===== config.mk =====
export PLATFORM = sky130hd
export DESIGN_NAME = spectral_peak_parabolic_refine
export DESIGN_NICKNAME = d
export VERILOG_FILES = /design/src/rtl/spr_pkg.sv /design/src/rtl/spectral_peak_parabolic_refine.sv /design/src/rtl/spr_front.sv /design/src/rtl/spr_queue.sv /design/src/rtl/spr_back.sv
export SDC_FILE = /design/constraint.sdc
export NUM_CORES = 1
export LEC_CHECK = 0
export BUFFER_PORTS_ARGS = -buffer_cell sky130_fd_sc_hd__buf_4
export CAP_MARGIN = 40
export CORE_MARGIN = 2
export CORE_UTILIZATION = 46
export CTS_BUF_LIST = sky130_fd_sc_hd__clkbuf_4 sky130_fd_sc_hd__clkbuf_8 sky130_fd_sc_hd__clkbuf_16
export DETAILED_ROUTE_END_ITERATION = 6
export GPL_ROUTABILITY_DRIVEN = 0
export PLACE_DENSITY = 0.66
export SLEW_MARGIN = 20
export SYNTH_ARGS = -nofsm -noshare
export SYNTH_HDL_FRONTEND = slang
export SYNTH_SLANG_ARGS = --single-unit

===== constraint.sdc =====
create_clock -name clk -period 12.9 [get_ports clk]
set_clock_uncertainty 0.15 [all_clocks]
set_input_delay 1.29 -clock clk [delete_from_list [all_inputs] [get_ports clk]]
set_output_delay 1.29 -clock clk [all_outputs]
set_load 0.005 [all_outputs]

===== src/rtl/spr_pkg.sv =====
`timescale 1ns / 1ps
package spr_pkg;

	localparam int MAX_BINS  = 4096;
	localparam int MAG_BITS  = 24;
	localparam int FRAC_BITS = 16;
	localparam int CNT_W     = 13;
	localparam int IDX_W     = 12;
	localparam int OUT_W     = 28;

	// divider datapath: numerator is num<<FRAC plus den, compared against 2*den<<(FRAC+1)
	localparam int DEN_W  = MAG_BITS + 1;
	localparam int DIV_W  = DEN_W + 1 + FRAC_BITS + 1;
	localparam int Q_W    = FRAC_BITS + 1;
	localparam int STEP_W = $clog2(FRAC_BITS + 1);
	localparam int SUM_W  = IDX_W + FRAC_BITS + 1;

	localparam int Q_DEPTH = 2;
	localparam int Q_PTR_W = 1;
	localparam int Q_CNT_W = 2;

	typedef struct packed {
		logic [MAG_BITS-1:0] magnitude;
		logic                last_bin;
	} bin_beat_t;

	typedef struct packed {
		logic [OUT_W-1:0] refined_bin_q16;
		logic [IDX_W-1:0] peak_index;
		logic             short_spectrum;
	} result_beat_t;

	// one finished spectrum, handed from the front to the divider
	typedef struct packed {
		logic [MAG_BITS-1:0] y0;
		logic [MAG_BITS-1:0] y1;
		logic [MAG_BITS-1:0] y2;
		logic [IDX_W-1:0]    peak_index;
		logic                short_spectrum;
	} peak_t;

endpackage


===== src/rtl/spectral_peak_parabolic_refine.sv =====
`timescale 1ns / 1ps
// bins are taken one per cycle; the front stalls only when both queue slots hold spectra
// a result passes the queue, the prep states ST_MAG and ST_LOAD, the restoring divider
// and a finish state ST_DONE; short or flat peaks skip the divider
// the shared divider takes a new spectrum from the queue only once it is through with the last
// arst_n clears the bin tracker, the queue pointers and count, and the result valid flag; no result is pending
module spectral_peak_parabolic_refine (
	input  logic                  clk,
	input  logic                  arst_n,
	input  logic                  bin_valid,
	output logic                  bin_ready,
	input  spr_pkg::bin_beat_t    bin,
	output logic                  result_valid,
	input  logic                  result_ready,
	output spr_pkg::result_beat_t result
);
	import spr_pkg::*;

	logic  q_full;
	logic  q_push;
	logic  q_valid;
	logic  q_pop;
	peak_t push_data;
	peak_t pop_data;

	spr_front u_front (
		.clk       (clk),
		.arst_n    (arst_n),
		.bin_valid (bin_valid),
		.bin_ready (bin_ready),
		.bin       (bin),
		.q_full    (q_full),
		.push      (q_push),
		.push_data (push_data)
	);

	spr_queue u_queue (
		.clk       (clk),
		.arst_n    (arst_n),
		.push      (q_push),
		.push_data (push_data),
		.full      (q_full),
		.not_empty (q_valid),
		.pop       (q_pop),
		.pop_data  (pop_data)
	);

	spr_back u_back (
		.clk          (clk),
		.arst_n       (arst_n),
		.q_valid      (q_valid),
		.q_pop        (q_pop),
		.q_data       (pop_data),
		.result_valid (result_valid),
		.result_ready (result_ready),
		.result       (result)
	);

endmodule


===== src/rtl/spr_front.sv =====
`timescale 1ns / 1ps
module spr_front (
	input  logic               clk,
	input  logic               arst_n,
	input  logic               bin_valid,
	output logic               bin_ready,
	input  spr_pkg::bin_beat_t bin,
	input  logic               q_full,
	output logic               push,
	output spr_pkg::peak_t     push_data
);
	import spr_pkg::*;

	logic [CNT_W-1:0]    cnt_q;
	logic [MAG_BITS-1:0] best_q;
	logic [IDX_W-1:0]    best_idx_q;
	logic [MAG_BITS-1:0] prev_q;
	logic [MAG_BITS-1:0] left_q;
	logic [MAG_BITS-1:0] right_q;
	logic                pend_q;

	logic             accept;
	logic             active;
	logic             take;
	logic [CNT_W-1:0] cnt_next;

	assign bin_ready = !q_full;
	assign accept    = bin_valid && bin_ready;
	assign active    = cnt_q < CNT_W'(MAX_BINS);
	assign cnt_next  = active ? cnt_q + CNT_W'(1) : cnt_q;

	// inner bins only: skip bin 0 and anything that could be the last bin
	assign take = active && !bin.last_bin && (cnt_q >= CNT_W'(1))
		&& (cnt_q <= CNT_W'(MAX_BINS - 2))
		&& ((cnt_q == CNT_W'(1)) || (bin.magnitude > best_q));

	assign push = accept && bin.last_bin;

	always_comb begin
		push_data.y0             = left_q;
		push_data.y1             = best_q;
		push_data.y2             = (active && pend_q) ? bin.magnitude : right_q;
		push_data.peak_index     = best_idx_q;
		push_data.short_spectrum = cnt_next < CNT_W'(3);
	end

	always_ff @(posedge clk or negedge arst_n) begin
		if (!arst_n) begin
			cnt_q      <= '0;
			best_q     <= '0;
			best_idx_q <= '0;
			prev_q     <= '0;
			left_q     <= '0;
			right_q    <= '0;
			pend_q     <= 1'b0;
		end else if (accept) begin
			if (bin.last_bin) begin
				cnt_q      <= '0;
				best_q     <= '0;
				best_idx_q <= '0;
				prev_q     <= '0;
				left_q     <= '0;
				right_q    <= '0;
				pend_q     <= 1'b0;
			end else if (active) begin
				if (pend_q) begin
					right_q <= bin.magnitude;
				end
				pend_q <= take;
				if (take) begin
					best_q     <= bin.magnitude;
					best_idx_q <= cnt_q[IDX_W-1:0];
					left_q     <= prev_q;
				end
				prev_q <= bin.magnitude;
				cnt_q  <= cnt_next;
			end
		end
	end

endmodule


===== src/rtl/spr_queue.sv =====
`timescale 1ns / 1ps
module spr_queue (
	input  logic           clk,
	input  logic           arst_n,
	input  logic           push,
	input  spr_pkg::peak_t push_data,
	output logic           full,
	output logic           not_empty,
	input  logic           pop,
	output spr_pkg::peak_t pop_data
);
	import spr_pkg::*;

	peak_t              mem_q [Q_DEPTH];
	logic [Q_PTR_W-1:0] wr_q;
	logic [Q_PTR_W-1:0] rd_q;
	logic [Q_CNT_W-1:0] cnt_q;

	assign full      = cnt_q == Q_CNT_W'(Q_DEPTH);
	assign not_empty = cnt_q != '0;
	assign pop_data  = mem_q[rd_q];

	always_ff @(posedge clk) begin
		if (push) begin
			mem_q[wr_q] <= push_data;
		end
	end

	always_ff @(posedge clk or negedge arst_n) begin
		if (!arst_n) begin
			wr_q  <= '0;
			rd_q  <= '0;
			cnt_q <= '0;
		end else begin
			if (push) begin
				wr_q <= wr_q + Q_PTR_W'(1);
			end
			if (pop) begin
				rd_q <= rd_q + Q_PTR_W'(1);
			end
			if (push && !pop) begin
				cnt_q <= cnt_q + Q_CNT_W'(1);
			end else if (pop && !push) begin
				cnt_q <= cnt_q - Q_CNT_W'(1);
			end
		end
	end

`ifndef SYNTHESIS
	a_no_overrun: assert property (@(posedge clk) disable iff (!arst_n)
		(push && !pop) |-> !full)
		else $error("spectrum queue overrun");
	a_no_underrun: assert property (@(posedge clk) disable iff (!arst_n)
		pop |-> not_empty)
		else $error("spectrum queue underrun");
	a_cnt_range: assert property (@(posedge clk) disable iff (!arst_n)
		cnt_q <= Q_CNT_W'(Q_DEPTH))
		else $error("spectrum queue count out of range");
`endif

endmodule


===== src/rtl/spr_back.sv =====
`timescale 1ns / 1ps
module spr_back (
	input  logic                  clk,
	input  logic                  arst_n,
	input  logic                  q_valid,
	output logic                  q_pop,
	input  spr_pkg::peak_t        q_data,
	output logic                  result_valid,
	input  logic                  result_ready,
	output spr_pkg::result_beat_t result
);
	import spr_pkg::*;

	typedef enum logic [2:0] {
		ST_IDLE,
		ST_MAG,
		ST_LOAD,
		ST_DIV,
		ST_DONE
	} state_t;

	state_t              state_q;
	peak_t               ent_q;
	logic [DEN_W-1:0]    den_mag_q;
	logic [MAG_BITS-1:0] num_mag_q;
	logic                den_zero_q;
	logic                neg_q;
	logic                ovf_q;
	logic [DIV_W-1:0]    rem_q;
	logic [DIV_W-1:0]    dsh_q;
	logic [Q_W-1:0]      quo_q;
	logic [STEP_W-1:0]   step_q;
	logic                res_valid_q;
	result_beat_t        res_q;

	logic [DEN_W-1:0]    sum;
	logic [DEN_W-1:0]    twice;
	logic                den_neg;
	logic                num_neg;
	logic [DEN_W-1:0]    den_mag;
	logic [MAG_BITS-1:0] num_mag;
	logic [DIV_W-1:0]    n_val;
	logic [DEN_W:0]      d_val;
	logic                ovf;
	logic                ge;
	logic [Q_W-1:0]      q_sat;
	logic [SUM_W-1:0]    base;
	logic [SUM_W-1:0]    q_ext;
	logic [SUM_W-1:0]    refined;
	logic                out_free;

	assign q_pop        = (state_q == ST_IDLE) && q_valid;
	assign out_free     = !res_valid_q || result_ready;
	assign result_valid = res_valid_q;
	assign result       = res_q;

	always_comb begin
		sum     = {1'b0, ent_q.y0} + {1'b0, ent_q.y2};
		twice   = {ent_q.y1, 1'b0};
		den_neg = sum < twice;
		den_mag = den_neg ? twice - sum : sum - twice;
		num_neg = ent_q.y0 < ent_q.y2;
		num_mag = num_neg ? ent_q.y2 - ent_q.y0 : ent_q.y0 - ent_q.y2;

		// rounded quotient: (num<<F + den) / (2*den)
		n_val = {{(DIV_W-MAG_BITS-FRAC_BITS){1'b0}}, num_mag_q, {FRAC_BITS{1'b0}}}
			+ {{(DIV_W-DEN_W){1'b0}}, den_mag_q};
		d_val = {den_mag_q, 1'b0};
		ovf   = n_val >= {d_val, {(FRAC_BITS+1){1'b0}}};

		ge = rem_q >= dsh_q;

		if (den_zero_q) begin
			q_sat = '0;
		end else if (ovf_q || (quo_q > Q_W'(1 << FRAC_BITS))) begin
			q_sat = Q_W'(1 << FRAC_BITS);
		end else begin
			q_sat = quo_q;
		end
		base  = {1'b0, ent_q.peak_index, {FRAC_BITS{1'b0}}};
		q_ext = {{(SUM_W-Q_W){1'b0}}, q_sat};
		if (neg_q) begin
			refined = (base < q_ext) ? '0 : base - q_ext;
		end else begin
			refined = base + q_ext;
		end
	end

	always_ff @(posedge clk or negedge arst_n) begin
		if (!arst_n) begin
			state_q     <= ST_IDLE;
			res_valid_q <= 1'b0;
		end else begin
			if ((state_q == ST_DONE) && out_free) begin
				res_valid_q <= 1'b1;
			end else if (res_valid_q && result_ready) begin
				res_valid_q <= 1'b0;
			end
			unique case (state_q)
				ST_IDLE: begin
					if (q_valid) begin
						state_q <= ST_MAG;
					end
				end
				ST_MAG: begin
					state_q <= ST_LOAD;
				end
				ST_LOAD: begin
					state_q <= (ent_q.short_spectrum || den_zero_q) ? ST_DONE : ST_DIV;
				end
				ST_DIV: begin
					if (step_q == '0) begin
						state_q <= ST_DONE;
					end
				end
				ST_DONE: begin
					if (out_free) begin
						state_q <= ST_IDLE;
					end
				end
				default: state_q <= ST_IDLE;
			endcase
		end
	end

	// datapath registers, no reset needed
	always_ff @(posedge clk) begin
		case (state_q)
			ST_IDLE: begin
				ent_q <= q_data;
			end
			ST_MAG: begin
				den_mag_q  <= den_mag;
				num_mag_q  <= num_mag;
				den_zero_q <= sum == twice;
				neg_q      <= num_neg != den_neg;
			end
			ST_LOAD: begin
				rem_q  <= n_val;
				dsh_q  <= {1'b0, d_val, {FRAC_BITS{1'b0}}};
				ovf_q  <= ovf;
				quo_q  <= '0;
				step_q <= STEP_W'(FRAC_BITS);
			end
			ST_DIV: begin
				if (ge) begin
					rem_q <= rem_q - dsh_q;
				end
				quo_q  <= {quo_q[Q_W-2:0], ge};
				dsh_q  <= dsh_q >> 1;
				step_q <= step_q - STEP_W'(1);
			end
			ST_DONE: begin
				if (out_free) begin
					if (ent_q.short_spectrum) begin
						res_q.refined_bin_q16 <= '0;
						res_q.peak_index      <= '0;
						res_q.short_spectrum  <= 1'b1;
					end else begin
						res_q.refined_bin_q16 <= refined[OUT_W-1:0];
						res_q.peak_index      <= ent_q.peak_index;
						res_q.short_spectrum  <= 1'b0;
					end
				end
			end
			default: ;
		endcase
	end

`ifndef SYNTHESIS
	a_div_exits: assert property (@(posedge clk) disable iff (!arst_n)
		(state_q == ST_DIV) |=> (state_q == ST_DIV || state_q == ST_DONE))
		else $error("divider left its loop the wrong way");
	a_rem_bound: assert property (@(posedge clk) disable iff (!arst_n)
		(state_q == ST_DIV && !ovf_q) |-> ((rem_q >> 1) < dsh_q))
		else $error("divider remainder out of range");
	a_no_drop: assert property (@(posedge clk) disable iff (!arst_n)
		(state_q == ST_DONE && res_valid_q && !result_ready) |=> (state_q == ST_DONE))
		else $error("result written over a pending beat");
`endif

endmodule

==> summary.md <==
| Metric | Value |
|---|---|
| Avg Cell Area, Syn | 10.9 um2 |
| Post-synth ARST share | 0.223 |
| Area growth syn-to-layout | 12.0% |
| Antenna violations before repair | 0 |
| Ant diodes | 0 |
| Setup Fix Bufs, Post-CTS | 0 |
| Largest net degree at the start of global routing | 92 |
| FMAX | 176 MHz |
| # clock sinks | ~600 |
| Worst Hold Class | reg -> reg |
| Worst hold start | u_front.left_q[5] |
| Post-Synth Simple-Gate Area | 0.109 |
| DRT iter0 DRCs | 1936 |
| # Max-Cap Violations | 0 |
| Synth Area in Compound Gates | 0.128 |
| CTS Hold Buffers Added | 0 |
| CP cell instances | inv_1 > fa_1 > nor2_1 > o221ai_1 > a21oi_1 > o311ai_0 > and2_1 > o31ai_1 > xnor2_1 > ha_1 > and3_1 > a31oi_1 > o21ai_0 > a21oi_1 > o21ai_1 > a31oi_1 > o21ai_4 > buf_16 > a2111oi_0 > a21oi_1 > xnor2_1 |
| Vias in the first global route | between 20000 and 25000 |
| Max incr delay on CP | about 0.49 ns |
| Critical path class | reg -> reg |
| Via count | 22600 |
| Setup TNS | 0 ns |
| CTS Root Cell | clkbuf_16 |
| Hold Crit Endpoint | u_queue.mem_q[0][66] |
| Area share of xor/xnor cells in the synthesized design | 0.0417 |
| TritonCTS clock tree | built |
| RSZ-0062 raised after global routing | false |
| Most used cell along the critical path | a21oi_1 |
| Die Width | roughly 270 um |
| DIE AREA | about 0.073 mm2 |
| Final setup viols | 0 |
| Register area | roughly 0.017 mm2 |
| Area of the multi-input gates | 0.0141 mm2 |
| Final Util | 0.521 |
| Largest family of logic cells by synthesized area | compound AO/OA/AOI/OAI gates |
| Post-DRT Antenna Nets | 0 |
| Yosys reg bits | just under 600 |
| Final Cycle Share | 0.440 |
| Share of layout cells above drive strength 1 | 0.119 |
| Top cell type's share of synthesized area | 0.418 |
| First-pass GRT wire length | ~120 mm |
| Number of H-tree levels | 3 |
| TritonCTS buffer count | 66 |
| DRC | 0 |
| Number of flops mapped to enable cells by yosys | 454 |
| Slew HR | 0.411 |
| Hold Fails Final Rpt | 0 |
| Cell taking the most area after synthesis | edfxtp_1 |
| Reg2reg setup slack | 7.22 ns |
| Mean routed wirelength per cell | between 15 and 20 um |
| Endpoint type of the worst setup path | register |
| Critical Path Source Type | register |
| Drt via density | roughly 5.6 |
| Netlist cell types | 83 |
| Initial Util | 0.465 |
| GRT overflow | 0 |
| Ys flop type | edfxtp_1 |
| Syn Inst Count | 2980 |
| Critical R2R Capture | u_back.den_mag_q[12] |
| Slew Viols, Final | 0 |
| Routed Wire Length | 74.9 mm |
| Clk buf depth | 3 |
| Worst-Skew Late Latency | about 0.62 ns |
| GRT Total Usage | 0.204 |
| Synth warnings | 0 |
| Dpl hpwl | 53.4 mm |
| I/O pin total | roughly 70 |
| Register area share after synthesis | 0.518 |
| Post-CTS Resized | 0 |
| Drt first pass iters | 6 |
| Post-Syn Nets | roughly 3200 |
| CORE AREA | between 0.07 and 0.08 mm2 |
| Worst-margin pin slew | 0.875 ns |
| Area contributors post-synth | edfxtp_1 (42%), dfrtp_1 (10%), ha_1 (8.6%) |
| Worst Path Max Fanout | 26 |
| Die Height | between 200 and 300 um |
| Fillers | 6098 |
| Netlist Area Pre-Place | about 0.033 mm2 |
| Nets@finish | 3292 |
| Worst path required time | 13.12 ns |
| Hold path depth | 0 |
| Crit Reg-Reg Startpoint | u_back.ent_q[14] |
| Synth Area in Adders | 0.0907 |
| Worst reg-to-reg path cell count | 21 |
| Multiplexer share of the synthesized area | 0.0619 |
| PortBufs | 71 |
| Highest-delay cell along the critical path | fa_1 |
| CP arrival | 5.90 ns |
| FP Rows | 97 |
| Status | finished clean |
| Hold WS | 0.319 ns |
| CTS clk-pin slew, worst paths | 0.06 ns |
| Minimum clock period | between 5 and 6 ns |
## routing by layer
layer  global-route usage  routed length (um)  vias up
met3               0.0260                3690      154
met1                0.276               33400    10900
met5                    0                   0        -
li1                     -                   -    10800
met2                0.339               35600      688
met4               0.0705                2280        0
## synth_stat cells (26+ instances only)
cell type and n:
a21o_1 74, a21oi_1 179, a22o_1 26, and3_1 37
clkbuf_1 92, dfrtp_1 130, edfxtp_1 454, ha_1 225
inv_1 303, mux2_2 109, mux2i_1 79, nand2_1 241
nand2b_1 31, nand3_1 41, nand4_1 33, nor2_1 179
nor2b_1 47, nor3_1 54, o21ai_0 172, xnor2_1 102
xor2_1 53
## critical path: cells and delay by family (launching register included)
| family | cells | cell delay [ns] |
|---|---|---|
| buf+inv | 2 | 0.37 |
| flops | 1 | 0.44 |
| xor+xnor | 2 | 0.32 |
| simple gates | 3 | 0.66 |
| fa+ha+maj | 2 | 0.82 |
| compound gates | 12 | 2.67 |
## stage by stage
step / std cells / area, um2 / worst slack (ns)
after global placement: 3892 / 34000 / 7.22
final: 4025 / 36500 / 7.22
after floorplan: 2980 / 32600 / 4.32
after global routing: 4025 / 36500 / 6.85
after detailed placement: 3902 / 34300 / 7.33
after CTS: 4024 / 36500 / 7.30
## how the worst max path moves through the flow
stage                                 start                    to  slack, ns  depth (start not counted)
after floorplan           u_back.state_q[1]      u_queue.cnt_q[1]       4.32                          5
after global placement     u_back.ent_q[71]  u_back.den_mag_q[21]       7.22                         18
after detailed placement   u_back.ent_q[14]  u_back.den_mag_q[12]       7.33                         21
after CTS                  u_back.ent_q[14]  u_back.den_mag_q[12]       7.30                         21
after global routing       u_back.ent_q[62]  u_back.den_mag_q[12]       6.85                         21
final                      u_back.ent_q[14]  u_back.den_mag_q[12]       7.22                         21
## kinds of logic (layout without fill, tap and decap cells)
kind of cell / after synthesis / in the layout
compound gates: 652 / 652
xor+xnor: 155 / 155
fa+ha+maj: 232 / 232
simple gates: 747 / 747
flops: 584 / 584
mux: 188 / 188
buf+inv: 422 / 527
## cell usage in the layout (no fill, tap or decap), types with 8 or more instances in the layout
cell,instances
mux2_2,109
o21a_1,17
nand4_1,33
nand3_1,41
and2_1,10
o211ai_1,9
nand2_1,239
or2_2,10
ha_1,225
nand2b_1,31
dfrtp_1,129
mux2i_1,79
a21o_1,74
a211oi_1,19
a31oi_1,22
buf_4,91
o21bai_1,19
o31ai_1,19
clkinv_1,12
clkbuf_4,12
xnor2_1,102
nor3_1,53
xor2_1,53
clkinv_2,9
nor4_1,20
or3_1,14
a22o_1,26
edfxtp_1,454
nor2_1,177
inv_1,302
nor2b_1,46
clkbuf_16,66
o21ai_0,172
a21oi_1,178
and3_1,36
a41oi_1,8
## area by class of cell
class	instances	share of cell area
inverters	303	0.0312
clock inverters	40	0.0113
flip-flops and latches	584	0.463
repair buffers	102	0.0258
multi-input cells	1974	0.387
well taps	940	0.0322
clock buffers	82	0.0492
## state kept, by name, summed over array words and instances, names as in the netlist, 2 cells and up
register / count
u_back.quo_q: 17
u_back.num_mag_q: 23
u_back.step_q: 5
u_front.cnt_q: 13
u_back.den_mag_q: 25
u_front.right_q: 24
u_front.prev_q: 24
u_queue.cnt_q: 2
u_front.left_q: 24
u_back.dsh_q: 42
u_back.base: 12
u_front.best_idx_q: 12
u_back.rem_q: 43
u_back.ent_q: 73
u_queue.mem_q: 170
u_front.best_q: 24
u_back.state_q: 3
u_back.result: 41
Power is left out: the tool's default activity adds up to more than one toggle a clock period on the data nets, which glitch-free logic cannot reach.
